`src/rtl/core/hdse_pkg.sv`:
```
// hdse_pkg: shared types, parse script and calendar tables for the http date parser
// used by hdse_front, hdse_queue, hdse_back and the top level
package hdse_pkg;

    typedef enum logic [3:0] {
        OP_WS, OP_NAME, OP_LIT, OP_DIG, OP_MON, OP_PAD, OP_DAY2, OP_END, OP_BAD
    } op_t;

    typedef struct packed {
        op_t        op;
        logic [7:0] arg;
        logic [5:0] nxt;
    } script_t;

    // parsed request handed from front to back
    typedef struct packed {
        logic        parse_ok;
        logic [1:0]  fmt;
        logic [6:0]  day;
        logic [3:0]  mon;
        logic [13:0] year;
        logic [6:0]  hour;
        logic [6:0]  minute;
        logic [6:0]  second;
    } hdse_job_t;

    localparam logic [7:0] F_DAY  = 8'd0;
    localparam logic [7:0] F_HOUR = 8'd1;
    localparam logic [7:0] F_MIN  = 8'd2;
    localparam logic [7:0] F_SEC  = 8'd3;
    localparam logic [7:0] F_YEAR = 8'd4;

    localparam logic [5:0] PH_WS    = 6'd0;
    localparam logic [5:0] PH_NAME  = 6'd1;
    localparam logic [5:0] PH_IMF   = 6'd2;
    localparam logic [5:0] PH_RFC   = 6'd15;
    localparam logic [5:0] PH_ASC   = 6'd39;
    localparam logic [5:0] PH_COUNT = 6'd62;

    localparam logic [1:0] FMT_NONE = 2'd0;
    localparam logic [1:0] FMT_IMF  = 2'd1;
    localparam logic [1:0] FMT_RFC  = 2'd2;
    localparam logic [1:0] FMT_ASC  = 2'd3;

    localparam logic [7:0] CH_SP    = 8'h20;
    localparam logic [7:0] CH_TAB   = 8'h09;
    localparam logic [7:0] CH_COMMA = 8'h2C;
    localparam logic [7:0] CH_DASH  = 8'h2D;
    localparam logic [7:0] CH_COLON = 8'h3A;
    localparam logic [7:0] CH_ZERO  = 8'h30;

    localparam logic [6:0] PIVOT_RESET = 7'd69;

    localparam logic [7:0] DAY_CHR [7][9] = '{
        '{"s", "u", "n", "d", "a", "y", 8'h00, 8'h00, 8'h00},
        '{"m", "o", "n", "d", "a", "y", 8'h00, 8'h00, 8'h00},
        '{"t", "u", "e", "s", "d", "a", "y", 8'h00, 8'h00},
        '{"w", "e", "d", "n", "e", "s", "d", "a", "y"},
        '{"t", "h", "u", "r", "s", "d", "a", "y", 8'h00},
        '{"f", "r", "i", "d", "a", "y", 8'h00, 8'h00, 8'h00},
        '{"s", "a", "t", "u", "r", "d", "a", "y", 8'h00}
    };
    localparam logic [3:0] DAY_LEN [7] = '{4'd6, 4'd6, 4'd7, 4'd9, 4'd8, 4'd6, 4'd8};

    localparam logic [7:0] MON_CHR [12][3] = '{
        '{"j", "a", "n"}, '{"f", "e", "b"}, '{"m", "a", "r"}, '{"a", "p", "r"},
        '{"m", "a", "y"}, '{"j", "u", "n"}, '{"j", "u", "l"}, '{"a", "u", "g"},
        '{"s", "e", "p"}, '{"o", "c", "t"}, '{"n", "o", "v"}, '{"d", "e", "c"}
    };
    localparam logic [4:0] MON_DAYS [12] = '{
        5'd31, 5'd28, 5'd31, 5'd30, 5'd31, 5'd30, 5'd31, 5'd31, 5'd30, 5'd31, 5'd30, 5'd31
    };
    // days before the first of the month, counting the year from march
    localparam logic [8:0] MON_CUM [12] = '{
        9'd306, 9'd337, 9'd0, 9'd31, 9'd61, 9'd92,
        9'd122, 9'd153, 9'd184, 9'd214, 9'd245, 9'd275
    };

    localparam logic [24:0] EPOCH_DAYS_OFS = 25'd719469;
    localparam logic signed [17:0] RECIP_25 = 18'sd5243;
    localparam logic signed [17:0] SECS_PER_DAY = 18'sd86400;

    function automatic script_t ent(op_t op, logic [7:0] arg, logic [5:0] nxt);
        script_t r;
        r.op  = op;
        r.arg = arg;
        r.nxt = nxt;
        return r;
    endfunction

    function automatic script_t script_f(logic [5:0] ph);
        script_t r;
        case (ph)
            6'd0:  r = ent(OP_WS, 8'd0, 6'd0);
            6'd1:  r = ent(OP_NAME, 8'd0, 6'd1);
            6'd2:  r = ent(OP_LIT, CH_SP, 6'd3);
            6'd3:  r = ent(OP_DIG, F_DAY, 6'd4);
            6'd4:  r = ent(OP_DIG, F_DAY, 6'd5);
            6'd5:  r = ent(OP_LIT, CH_SP, 6'd6);
            6'd6:  r = ent(OP_MON, 8'd0, 6'd7);
            6'd7:  r = ent(OP_MON, 8'd1, 6'd8);
            6'd8:  r = ent(OP_MON, 8'd2, 6'd9);
            6'd9:  r = ent(OP_LIT, CH_SP, 6'd10);
            6'd10: r = ent(OP_DIG, F_YEAR, 6'd11);
            6'd11: r = ent(OP_DIG, F_YEAR, 6'd12);
            6'd12: r = ent(OP_DIG, F_YEAR, 6'd13);
            6'd13: r = ent(OP_DIG, F_YEAR, 6'd14);
            6'd14: r = ent(OP_LIT, CH_SP, 6'd26);
            6'd15: r = ent(OP_LIT, CH_SP, 6'd16);
            6'd16: r = ent(OP_DIG, F_DAY, 6'd17);
            6'd17: r = ent(OP_DIG, F_DAY, 6'd18);
            6'd18: r = ent(OP_LIT, CH_DASH, 6'd19);
            6'd19: r = ent(OP_MON, 8'd0, 6'd20);
            6'd20: r = ent(OP_MON, 8'd1, 6'd21);
            6'd21: r = ent(OP_MON, 8'd2, 6'd22);
            6'd22: r = ent(OP_LIT, CH_DASH, 6'd23);
            6'd23: r = ent(OP_DIG, F_YEAR, 6'd24);
            6'd24: r = ent(OP_DIG, F_YEAR, 6'd25);
            6'd25: r = ent(OP_LIT, CH_SP, 6'd26);
            6'd26: r = ent(OP_DIG, F_HOUR, 6'd27);
            6'd27: r = ent(OP_DIG, F_HOUR, 6'd28);
            6'd28: r = ent(OP_LIT, CH_COLON, 6'd29);
            6'd29: r = ent(OP_DIG, F_MIN, 6'd30);
            6'd30: r = ent(OP_DIG, F_MIN, 6'd31);
            6'd31: r = ent(OP_LIT, CH_COLON, 6'd32);
            6'd32: r = ent(OP_DIG, F_SEC, 6'd33);
            6'd33: r = ent(OP_DIG, F_SEC, 6'd34);
            6'd34: r = ent(OP_LIT, CH_SP, 6'd35);
            6'd35: r = ent(OP_LIT, "G", 6'd36);
            6'd36: r = ent(OP_LIT, "M", 6'd37);
            6'd37: r = ent(OP_LIT, "T", 6'd38);
            6'd38: r = ent(OP_END, 8'd0, 6'd38);
            6'd39: r = ent(OP_MON, 8'd0, 6'd40);
            6'd40: r = ent(OP_MON, 8'd1, 6'd41);
            6'd41: r = ent(OP_MON, 8'd2, 6'd42);
            6'd42: r = ent(OP_LIT, CH_SP, 6'd43);
            6'd43: r = ent(OP_PAD, 8'd44, 6'd45);
            6'd44: r = ent(OP_PAD, 8'd44, 6'd46);
            6'd45: r = ent(OP_DAY2, 8'd0, 6'd47);
            6'd46: r = ent(OP_DAY2, 8'd48, 6'd47);
            6'd47: r = ent(OP_LIT, CH_SP, 6'd48);
            6'd48: r = ent(OP_DIG, F_HOUR, 6'd49);
            6'd49: r = ent(OP_DIG, F_HOUR, 6'd50);
            6'd50: r = ent(OP_LIT, CH_COLON, 6'd51);
            6'd51: r = ent(OP_DIG, F_MIN, 6'd52);
            6'd52: r = ent(OP_DIG, F_MIN, 6'd53);
            6'd53: r = ent(OP_LIT, CH_COLON, 6'd54);
            6'd54: r = ent(OP_DIG, F_SEC, 6'd55);
            6'd55: r = ent(OP_DIG, F_SEC, 6'd56);
            6'd56: r = ent(OP_LIT, CH_SP, 6'd57);
            6'd57: r = ent(OP_DIG, F_YEAR, 6'd58);
            6'd58: r = ent(OP_DIG, F_YEAR, 6'd59);
            6'd59: r = ent(OP_DIG, F_YEAR, 6'd60);
            6'd60: r = ent(OP_DIG, F_YEAR, 6'd61);
            6'd61: r = ent(OP_END, 8'd0, 6'd61);
            default: r = ent(OP_BAD, 8'd0, 6'd0);
        endcase
        return r;
    endfunction

endpackage

```
`src/rtl/core/hdse_front.sv`:
```
// hdse_front: byte-wise parser of the date string, one byte per cycle
// depends on hdse_pkg; hands one hdse_job_t per string to the queue
module hdse_front import hdse_pkg::*; (
    input  logic        aclk,
    input  logic        aresetn,
    input  logic        byte_acc,
    input  logic [7:0]  data_byte,
    input  logic        last_byte,
    input  logic [6:0]  pivot,
    output logic        job_push,
    output hdse_job_t   job
);

    logic [5:0]  phase_reg, phase_next;
    logic [3:0]  nlen_reg, nlen_next;
    logic [6:0]  cand_reg, cand_next;
    logic [11:0] mmask_reg, mmask_next;
    logic [6:0]  day_reg, day_next;
    logic [3:0]  mon_reg, mon_next;
    logic [13:0] year_reg, year_next;
    logic [6:0]  hour_reg, hour_next;
    logic [6:0]  min_reg, min_next;
    logic [6:0]  sec_reg, sec_next;
    logic [1:0]  fmt_reg, fmt_next;
    logic        fail_reg, fail_next;

    script_t     e;
    logic [7:0]  lc;
    logic        is_dig, is_ws;
    logic [3:0]  dval;
    logic [3:0]  nm_n;
    logic [6:0]  nm_cand;
    logic [6:0]  nm_keep;
    logic        nm_len_hit;
    logic [11:0] mbase, mkeep;
    logic [3:0]  mlow;

    assign e      = script_f(phase_reg);
    assign lc     = (data_byte >= "A" && data_byte <= "Z") ? data_byte + 8'd32 : data_byte;
    assign is_dig = data_byte >= "0" && data_byte <= "9";
    assign is_ws  = data_byte == CH_SP || data_byte == CH_TAB;
    assign dval   = 4'(data_byte - CH_ZERO);

    // day-name match, restarted when the first name letter arrives
    assign nm_n    = (e.op == OP_WS) ? 4'd0 : nlen_reg;
    assign nm_cand = (e.op == OP_WS) ? 7'h7F : cand_reg;

    always_comb begin
        nm_keep    = '0;
        nm_len_hit = 1'b0;
        for (int k = 0; k < 7; k++) begin
            if (nm_cand[k] && DAY_LEN[k] == nm_n) nm_len_hit = 1'b1;
            if (nm_cand[k] && nm_n < DAY_LEN[k] && nm_n < 4'd9) begin
                if (lc == DAY_CHR[k][nm_n]) nm_keep[k] = 1'b1;
            end
        end
    end

    always_comb begin
        mbase = (e.arg[1:0] == 2'd0) ? 12'hFFF : mmask_reg;
        mkeep = '0;
        for (int m = 0; m < 12; m++) begin
            if (mbase[m] && lc == MON_CHR[m][e.arg[1:0]]) mkeep[m] = 1'b1;
        end
        mlow = '0;
        for (int m = 11; m >= 0; m--) begin
            if (mkeep[m]) mlow = 4'(m);
        end
    end

    always_comb begin
        phase_next = phase_reg;
        nlen_next  = nlen_reg;
        cand_next  = cand_reg;
        mmask_next = mmask_reg;
        day_next   = day_reg;
        mon_next   = mon_reg;
        year_next  = year_reg;
        hour_next  = hour_reg;
        min_next   = min_reg;
        sec_next   = sec_reg;
        fmt_next   = fmt_reg;
        fail_next  = fail_reg;
        job_push   = 1'b0;
        job        = '0;

        if (byte_acc) begin
            if (!fail_reg) begin
                if (phase_reg >= PH_COUNT) begin
                    fail_next = 1'b1;
                end else begin
                    case (e.op)
                        OP_WS, OP_NAME: begin
                            if (e.op == OP_WS && is_ws) begin
                                phase_next = phase_reg;
                            end else begin
                                phase_next = (e.op == OP_WS) ? PH_NAME : phase_reg;
                                nlen_next  = nm_n;
                                cand_next  = nm_cand;
                                if (nm_n == 4'd3 && data_byte == CH_COMMA && nm_cand != '0) begin
                                    fmt_next   = FMT_IMF;
                                    phase_next = PH_IMF;
                                end else if (nm_n == 4'd3 && data_byte == CH_SP
                                             && nm_cand != '0) begin
                                    fmt_next   = FMT_ASC;
                                    phase_next = PH_ASC;
                                end else if (data_byte == CH_COMMA && nm_n >= 4'd6
                                             && nm_n <= 4'd9) begin
                                    if (nm_len_hit) begin
                                        fmt_next   = FMT_RFC;
                                        phase_next = PH_RFC;
                                    end else begin
                                        fail_next = 1'b1;
                                    end
                                end else if (nm_n >= 4'd9 || nm_keep == '0) begin
                                    fail_next = 1'b1;
                                end else begin
                                    cand_next = nm_keep;
                                    nlen_next = nm_n + 4'd1;
                                end
                            end
                        end
                        OP_LIT: begin
                            if (data_byte == e.arg) phase_next = e.nxt;
                            else fail_next = 1'b1;
                        end
                        OP_DIG: begin
                            if (is_dig) begin
                                phase_next = e.nxt;
                                case (e.arg)
                                    F_DAY:   day_next  = 7'(day_reg * 7'd10 + 7'(dval));
                                    F_HOUR:  hour_next = 7'(hour_reg * 7'd10 + 7'(dval));
                                    F_MIN:   min_next  = 7'(min_reg * 7'd10 + 7'(dval));
                                    F_SEC:   sec_next  = 7'(sec_reg * 7'd10 + 7'(dval));
                                    default: year_next = 14'(year_reg * 14'd10 + 14'(dval));
                                endcase
                            end else begin
                                fail_next = 1'b1;
                            end
                        end
                        OP_MON: begin
                            mmask_next = mkeep;
                            if (mkeep == '0) begin
                                fail_next = 1'b1;
                            end else begin
                                if (e.arg[1:0] == 2'd2) mon_next = mlow;
                                phase_next = e.nxt;
                            end
                        end
                        OP_PAD: begin
                            if (is_ws) begin
                                phase_next = e.arg[5:0];
                            end else if (is_dig) begin
                                day_next   = 7'(dval);
                                phase_next = e.nxt;
                            end else begin
                                fail_next = 1'b1;
                            end
                        end
                        OP_DAY2: begin
                            if (is_dig) begin
                                day_next   = 7'(day_reg * 7'd10 + 7'(dval));
                                phase_next = e.nxt;
                            end else if (data_byte == CH_SP && e.arg != 8'd0) begin
                                phase_next = e.arg[5:0];
                            end else begin
                                fail_next = 1'b1;
                            end
                        end
                        default: fail_next = 1'b1;
                    endcase
                end
            end

            if (last_byte) begin
                job_push       = 1'b1;
                job.parse_ok   = !fail_next && phase_next < PH_COUNT
                                 && script_f(phase_next).op == OP_END;
                job.fmt        = fmt_next;
                job.day        = day_next;
                job.mon        = mon_next;
                job.hour       = hour_next;
                job.minute     = min_next;
                job.second     = sec_next;
                if (fmt_next == FMT_RFC) begin
                    job.year = (year_next >= 14'(pivot)) ? year_next + 14'd1900
                                                         : year_next + 14'd2000;
                end else begin
                    job.year = year_next;
                end
                phase_next = PH_WS;
                nlen_next  = '0;
                cand_next  = 7'h7F;
                mmask_next = '0;
                day_next   = '0;
                mon_next   = '0;
                year_next  = '0;
                hour_next  = '0;
                min_next   = '0;
                sec_next   = '0;
                fmt_next   = FMT_NONE;
                fail_next  = 1'b0;
            end
        end
    end

    always_ff @(posedge aclk) begin
        if (!aresetn) begin
            phase_reg <= PH_WS;
            nlen_reg  <= '0;
            cand_reg  <= 7'h7F;
            mmask_reg <= '0;
            day_reg   <= '0;
            mon_reg   <= '0;
            year_reg  <= '0;
            hour_reg  <= '0;
            min_reg   <= '0;
            sec_reg   <= '0;
            fmt_reg   <= FMT_NONE;
            fail_reg  <= 1'b0;
        end else begin
            phase_reg <= phase_next;
            nlen_reg  <= nlen_next;
            cand_reg  <= cand_next;
            mmask_reg <= mmask_next;
            day_reg   <= day_next;
            mon_reg   <= mon_next;
            year_reg  <= year_next;
            hour_reg  <= hour_next;
            min_reg   <= min_next;
            sec_reg   <= sec_next;
            fmt_reg   <= fmt_next;
            fail_reg  <= fail_next;
        end
    end

endmodule

```
`src/rtl/core/hdse_queue.sv`:
```
// hdse_queue: small request queue between parser front and epoch back
// depends on hdse_pkg for hdse_job_t
module hdse_queue import hdse_pkg::*; #(
    parameter int DEPTH = 2
) (
    input  logic      aclk,
    input  logic      aresetn,
    input  logic      push,
    input  hdse_job_t din,
    input  logic      pop,
    output hdse_job_t dout,
    output logic      full,
    output logic      empty
);

    localparam int PW = (DEPTH > 1) ? $clog2(DEPTH) : 1;
    localparam int CW = $clog2(DEPTH + 1);

    hdse_job_t         mem [DEPTH];
    logic [PW-1:0]     wr_ptr_reg, rd_ptr_reg;
    logic [CW-1:0]     cnt_reg;

    assign full  = cnt_reg == CW'(DEPTH);
    assign empty = cnt_reg == '0;
    assign dout  = mem[rd_ptr_reg];

    always_ff @(posedge aclk) begin
        if (push) mem[wr_ptr_reg] <= din;
    end

    always_ff @(posedge aclk) begin
        if (!aresetn) begin
            wr_ptr_reg <= '0;
            rd_ptr_reg <= '0;
            cnt_reg    <= '0;
        end else begin
            if (push) begin
                wr_ptr_reg <= (wr_ptr_reg == PW'(DEPTH - 1)) ? '0 : wr_ptr_reg + PW'(1);
            end
            if (pop) begin
                rd_ptr_reg <= (rd_ptr_reg == PW'(DEPTH - 1)) ? '0 : rd_ptr_reg + PW'(1);
            end
            if (push && !pop) cnt_reg <= cnt_reg + CW'(1);
            else if (pop && !push) cnt_reg <= cnt_reg - CW'(1);
        end
    end

endmodule

```
`src/rtl/core/hdse_back.sv`:
```
// hdse_back: date validation and epoch conversion, one shared multiplier
// depends on hdse_pkg; drives the result output register
module hdse_back import hdse_pkg::*; (
    input  logic        aclk,
    input  logic        aresetn,
    input  hdse_job_t   q_head,
    input  logic        q_empty,
    output logic        q_pop,
    output logic        m_tvalid,
    input  logic        m_tready,
    output logic [39:0] m_tdata,
    output logic [2:0]  m_tuser
);

    typedef enum logic [4:0] {
        B_IDLE = 5'b00001,
        B_DIV1 = 5'b00010,
        B_DIV2 = 5'b00100,
        B_DAYS = 5'b01000,
        B_SECS = 5'b10000
    } bst_t;

    bst_t               st_reg;
    hdse_job_t          job_reg;
    logic [7:0]         q100_reg;
    logic               cen_reg;
    logic signed [24:0] days_reg;
    logic [18:0]        hms_reg;
    logic               ok_reg;
    logic               valid_reg;
    logic [39:0]        tdata_reg;
    logic [2:0]         tuser_reg;

    logic [13:0]        yp;
    logic signed [24:0] mul_a;
    logic signed [17:0] mul_b;
    logic signed [42:0] prod;
    logic [7:0]         quot;
    logic               leap;
    logic [5:0]         dmax;
    logic [24:0]        pos, neg;
    logic [38:0]        secs;
    logic               out_free;
    logic               range_ok;

    assign yp   = job_reg.year - ((job_reg.mon < 4'd2) ? 14'd1 : 14'd0);

    // one multiplier: reciprocal divides by 25, then days to seconds
    always_comb begin
        case (st_reg)
            B_DIV1:  begin mul_a = 25'(yp >> 2);           mul_b = RECIP_25;     end
            B_DIV2:  begin mul_a = 25'(job_reg.year >> 2); mul_b = RECIP_25;     end
            B_SECS:  begin mul_a = days_reg;               mul_b = SECS_PER_DAY; end
            default: begin mul_a = '0;                     mul_b = '0;           end
        endcase
    end
    assign prod = mul_a * mul_b;
    assign quot = prod[24:17];

    assign leap = job_reg.year[1:0] == 2'b00 && (!cen_reg || job_reg.year[3:0] == 4'b0000);
    assign dmax = (job_reg.mon < 4'd12)
                  ? 6'(MON_DAYS[job_reg.mon]) + ((job_reg.mon == 4'd1 && leap) ? 6'd1 : 6'd0)
                  : 6'd0;

    // y/400 is (y/100)/4 for non-negative y
    assign pos = 25'(yp) * 25'd365 + 25'(yp >> 2) + 25'(q100_reg >> 2)
               + ((job_reg.mon < 4'd12) ? 25'(MON_CUM[job_reg.mon]) : 25'd0)
               + 25'(job_reg.day);
    assign neg = 25'(q100_reg) + EPOCH_DAYS_OFS;

    assign range_ok = job_reg.parse_ok && job_reg.mon < 4'd12
                      && job_reg.year >= 14'd1 && job_reg.year <= 14'd9999
                      && job_reg.day >= 7'd1 && 6'(job_reg.day) <= dmax
                      && job_reg.day < 7'd64
                      && job_reg.hour <= 7'd23 && job_reg.minute <= 7'd59
                      && job_reg.second <= 7'd60;

    assign secs     = prod[38:0] + 39'(hms_reg);
    assign out_free = !valid_reg || m_tready;
    assign q_pop    = st_reg == B_IDLE && !q_empty;

    assign m_tvalid = valid_reg;
    assign m_tdata  = tdata_reg;
    assign m_tuser  = tuser_reg;

    always_ff @(posedge aclk) begin
        case (st_reg)
            B_IDLE: if (!q_empty) job_reg <= q_head;
            B_DIV1: q100_reg <= quot;
            B_DIV2: cen_reg <= (job_reg.year >> 2) == 12'(quot * 12'd25);
            B_DAYS: begin
                days_reg <= $signed(pos - neg);
                hms_reg  <= 19'(job_reg.hour) * 19'd3600 + 19'(job_reg.minute) * 19'd60
                          + 19'(job_reg.second);
                ok_reg   <= range_ok;
            end
            default: ;
        endcase
        if (st_reg == B_SECS && out_free) begin
            tdata_reg <= ok_reg ? {1'b0, secs} : '0;
            tuser_reg <= ok_reg ? {job_reg.fmt, 1'b1} : '0;
        end
    end

    always_ff @(posedge aclk) begin
        if (!aresetn) begin
            st_reg    <= B_IDLE;
            valid_reg <= 1'b0;
        end else begin
            if (m_tready) valid_reg <= 1'b0;
            case (st_reg)
                B_IDLE: if (!q_empty) st_reg <= B_DIV1;
                B_DIV1: st_reg <= B_DIV2;
                B_DIV2: st_reg <= B_DAYS;
                B_DAYS: st_reg <= B_SECS;
                B_SECS: begin
                    if (out_free) begin
                        valid_reg <= 1'b1;
                        st_reg    <= B_IDLE;
                    end
                end
                default: st_reg <= B_IDLE;
            endcase
        end
    end

endmodule

```
`src/rtl/core/http_date_string_to_epoch.sv`:
```
// channel   | dir | tdata                    | tuser / tlast
// s_ (in)   | in  | [7:0] data_byte          | tlast: last_byte
// m_ (out)  | out | [38:0] epoch_seconds     | tuser [0] date_ok, [2:1] date_format
// cfg       | in  | cfg_wdata [6:0] two_digit_year_pivot, written when cfg_wen is high
//
// one byte per cycle through the parser while the request queue has room
// each string's conversion in the back unit runs two reciprocal divides, then the day
// count, then the day-to-second product on one multiplier, then the output handoff
// reset (aresetn low, synchronous) clears parser, queue and output; pivot returns to 69
// a stalled result holds in the output register; parsing goes on until the queue fills
//
// top level: http date string to epoch seconds; depends on hdse_pkg,
// hdse_front, hdse_queue and hdse_back
module http_date_string_to_epoch import hdse_pkg::*; #(
    parameter int QUEUE_DEPTH = 2
) (
    input  logic        aclk,
    input  logic        aresetn,
    input  logic        s_tvalid,
    output logic        s_tready,
    input  logic [7:0]  s_tdata,   // [7:0] data_byte
    input  logic        s_tlast,
    output logic        m_tvalid,
    input  logic        m_tready,
    output logic [39:0] m_tdata,   // [38:0] epoch_seconds, [39] zero fill
    output logic [2:0]  m_tuser,   // [0] date_ok, [2:1] date_format
    input  logic        cfg_wen,
    input  logic [6:0]  cfg_wdata
);

    logic [6:0] pivot_reg;
    logic       job_push;
    hdse_job_t  job_in, job_head;
    logic       q_full, q_empty, q_pop;

    always_ff @(posedge aclk) begin
        if (!aresetn) pivot_reg <= PIVOT_RESET;
        else if (cfg_wen) pivot_reg <= cfg_wdata;
    end

    assign s_tready = !q_full;

    hdse_front u_front (
        .aclk      (aclk),
        .aresetn   (aresetn),
        .byte_acc  (s_tvalid && s_tready),
        .data_byte (s_tdata),
        .last_byte (s_tlast),
        .pivot     (pivot_reg),
        .job_push  (job_push),
        .job       (job_in)
    );

    hdse_queue #(.DEPTH(QUEUE_DEPTH)) u_queue (
        .aclk    (aclk),
        .aresetn (aresetn),
        .push    (job_push),
        .din     (job_in),
        .pop     (q_pop),
        .dout    (job_head),
        .full    (q_full),
        .empty   (q_empty)
    );

    hdse_back u_back (
        .aclk     (aclk),
        .aresetn  (aresetn),
        .q_head   (job_head),
        .q_empty  (q_empty),
        .q_pop    (q_pop),
        .m_tvalid (m_tvalid),
        .m_tready (m_tready),
        .m_tdata  (m_tdata),
        .m_tuser  (m_tuser)
    );

endmodule

```
`config.mk`:
```
export PLATFORM = sky130hd
export DESIGN_NAME = http_date_string_to_epoch
export DESIGN_NICKNAME = d
export VERILOG_FILES = /design/src/rtl/core/hdse_pkg.sv /design/src/rtl/core/hdse_front.sv /design/src/rtl/core/hdse_queue.sv /design/src/rtl/core/hdse_back.sv /design/src/rtl/core/http_date_string_to_epoch.sv
export SDC_FILE = /design/constraint.sdc
export NUM_CORES = 2
export LEC_CHECK = 0
export BUFFER_PORTS_ARGS = -buffer_cell sky130_fd_sc_hd__buf_2
export CAP_MARGIN = 0
export CORE_AREA = 2 2 447 227
export CTS_CLUSTER_SIZE = 24
export DETAILED_ROUTE_END_ITERATION = 12
export DIE_AREA = 0 0 449 229
export GPL_ROUTABILITY_DRIVEN = 0
export PLACE_DENSITY = 0.55
export SLEW_MARGIN = 20
export SYNTH_ARGS = -nofsm -noshare
export SYNTH_HDL_FRONTEND = slang
export SYNTH_SLANG_ARGS = --single-unit
export TNS_END_PERCENT = 20
```
`constraint.sdc`:
```
create_clock -name aclk -period 29.3 [get_ports aclk]
set_input_delay 5.86 -clock aclk [delete_from_list [all_inputs] [get_ports aclk]]
set_output_delay 5.86 -clock aclk [all_outputs]
set_load 0.02 [all_outputs]
```
==> run_results.csv <==
group,metric,value,unit
global_route,grt_usage,0.216,
routing,met1_length,62.0,mm
worst_setup_path,path_class,"flop to flop",
floorplan,dieArea,0.103,mm^2
timing,post-route-min-period,11.94,ns
synthesis,synth_cell_type_count,111,
synthesis,synth_top_area_share,0.185,
worst_setup_path,critPathMostFrequentCell,"fa_1",
global_route,grt_pass1_vias,28800,
routing,vias_per_cell,5.34,
synthesis,yosysWarnings,0,
timing,setup-tns-final,0,ns
global_route,antenna_found_initial,0,
worst_setup_path,required,29.75,ns
global_route,grt_pass1_wl,174,mm
timing,setup_viol,0,
status,status,"finished, final reports clean",
routing,first_pass_iters,6,
timing,hold_viol,0,
timing,post-route-period-util,0.408,
timing,final_max_slew_viol_count,0,
synthesis,synth_cells,4044,
worst_setup_path,arrival,12.39,ns
run,cap_violations,0,
worst_setup_path,endpoint_kind,"flop",
synthesis,ys.flop_type,"edfxtp_1",
floorplan,rows,82,
floorplan,die_h,229,um
clocking,cts_resized,0,
floorplan,coreArea,0.0991,mm^2
clocking,clkTransAtPathRegs,0.07,ns
routing,met3_length,9.88,mm
layout,diodes,0,
worst_setup_path,r2r_slack,17.36,ns
clocking,cts-hold-fix-buffers,0,
synthesis,synth_top_cells_by_count,"572 x inv_1, 514 x ha_1, 347 x fa_1",
layout,drive_above_1_share,0.0724,
placement,io_buffers,64,
clocking,clkSinkCount,355,
synthesis,synth_area,0.0394,mm^2
layout,fin_nets,5048,
routing,routedWlPerCell,19.7,um
layout,fillerInstances,9706,
synthesis,synth_seq_area_share,0.242,
synthesis,ys_ff_latch,355,
hold_path,hp-class,"flop to flop",
clocking,post-cts-setup-buffer-count,0,
clocking,cts_tree,"built",
placement,dp_hpwl,88.9,mm
layout,area_growth,8.96,%
synthesis,yosysTopAreaCell,"edfxtp_1",
worst_setup_path,cp.buffers_inverters,6,
global_route,grt_max_degree,53,
timing,fmax,83.7,MHz
timing,worst_pin_slew,1.12,ns
worst_setup_path,cp-start-kind,"flop",
routing,routed-wl-met2,36.4,mm
clocking,clk_path_buf_depth,3,
clocking,htreeDepth,2,
worst_setup_path,critPathSlowestCell,"xnor2_1",
timing,setup_ws,17.36,ns
layout,multiInputGateArea,0.0275,mm^2
synthesis,synth_area_leaders,"edfxtp_1 19%, fa_1 18%, ha_1 16%",
worst_setup_path,crit_family,"adder cells",
routing,drt_iter0_drc,2841,
clocking,cts-buffers-inserted,40,
routing,ant_nets,0,
synthesis,avgSynthCellArea,9.73,um^2
clocking,insertion_delay,0.62,ns
placement,place_ws,17.60,ns
worst_setup_path,max_stage_delay,0.66,ns
worst_setup_path,path_max_fanout,19,
routing,routed_wl,109,mm
timing,slew_headroom,0.252,
floorplan,start_util,0.397,
routing,drcViolationCount,0,
routing,dr_total_vias,29600,
timing,rsz0062_at_grt,"no",
routing,top_layer,"met4",
global_route,overflow,0,
synthesis,synth_edf_count,243,
timing,clock_skew,0.0405,ns
layout,seq_area,0.00954,mm^2
synthesis,async_flop_share,0,
clocking,cts_root_buffer,"clkbuf_16",
floorplan,die_w,449,um
synthesis,yosys.cell_count.top_type,"inv_1",
floorplan,io-pin-count,66,
layout,largest_reg_flops,98,
-- metal layers --
metal  GRT usage  vias to the layer above
met2       0.255                     1012
met1       0.383                    14400
met5           0                        -
li1            -                    14100
met4      0.0215                        0
met3      0.0474                       70
-- kinds of logic (layout without fill, tap and decap cells) --
kind of cell,after synthesis,count (layout),share of synthesized area
adders and majority gates,861,861,0.340
DFF,355,355,0.242
AOI/OAI and AO/OA,766,766,0.132
other,2,111,0.000191
buffers and inverters,712,757,0.0704
and+or+nand+nor,1005,1005,0.134
muxes,76,76,0.0211
xor gates and xnor gates,267,267,0.0594
-- worst paths after layout --
path                      startpoint                 to  depth (start not counted)
hold reg to reg    u_back.job_reg[1]  u_back.hms_reg[1]                          0
setup reg to reg  u_back.job_reg[37]     u_back.cen_reg                         41
hold / removal     u_back.job_reg[1]  u_back.hms_reg[1]                          0
setup / recovery  u_back.job_reg[37]     u_back.cen_reg                         41
-- placed cells by master (no fill, tap or decap), types with 32 or more instances in the layout --
| cell | synthesis | routed |
|---|---|---|
| edfxtp_1 | 243 | 243 |
| or3_1 | 34 | 34 |
| a21oi_1 | 193 | 193 |
| o21ai_0 | 137 | 136 |
| conb_1 | 2 | 111 |
| xnor2_1 | 169 | 169 |
| fa_1 | 347 | 347 |
| nor2b_1 | 83 | 82 |
| xor2_1 | 98 | 98 |
| clkbuf_16 | 0 | 40 |
| buf_4 | 7 | 41 |
| ha_1 | 514 | 514 |
| dfxtp_1 | 112 | 111 |
| a22oi_1 | 39 | 39 |
| nand2_1 | 231 | 231 |
| and2_1 | 102 | 100 |
| buf_2 | 26 | 64 |
| nor2_1 | 188 | 187 |
| and3_1 | 32 | 32 |
| a21o_1 | 50 | 50 |
| o21a_1 | 39 | 39 |
| inv_1 | 572 | 572 |
| nand2b_1 | 38 | 38 |
| nand3_1 | 59 | 59 |
| nor3_1 | 79 | 79 |
| mux2_2 | 52 | 52 |
-- layout make-up --
| class | instances | area share |
|---|---|---|
| clock buffer | 45 | 0.0240 |
| inverter | 578 | 0.0506 |
| multi-input combinational | 3086 | 0.641 |
| timing repair buffer | 105 | 0.0146 |
| sequential | 355 | 0.223 |
| clock inverter | 29 | 0.00794 |
| tap | 1344 | 0.0392 |
-- through the flow --
step                      utilization  hold slack, ns  area, um^2  instances
after floorplan                     -           0.427       39800       4153
after global placement          0.419           0.465       41500       5468
after detailed placement        0.419           0.445       41500       5468
after CTS                       0.433           0.479       42900       5542
after global routing            0.433           0.495       42900       5542
final                           0.433           0.473       42900       5542
Power is left out: the tool's default activity adds up to more than one toggle a clock period on the data nets, which glitch-free logic cannot reach.
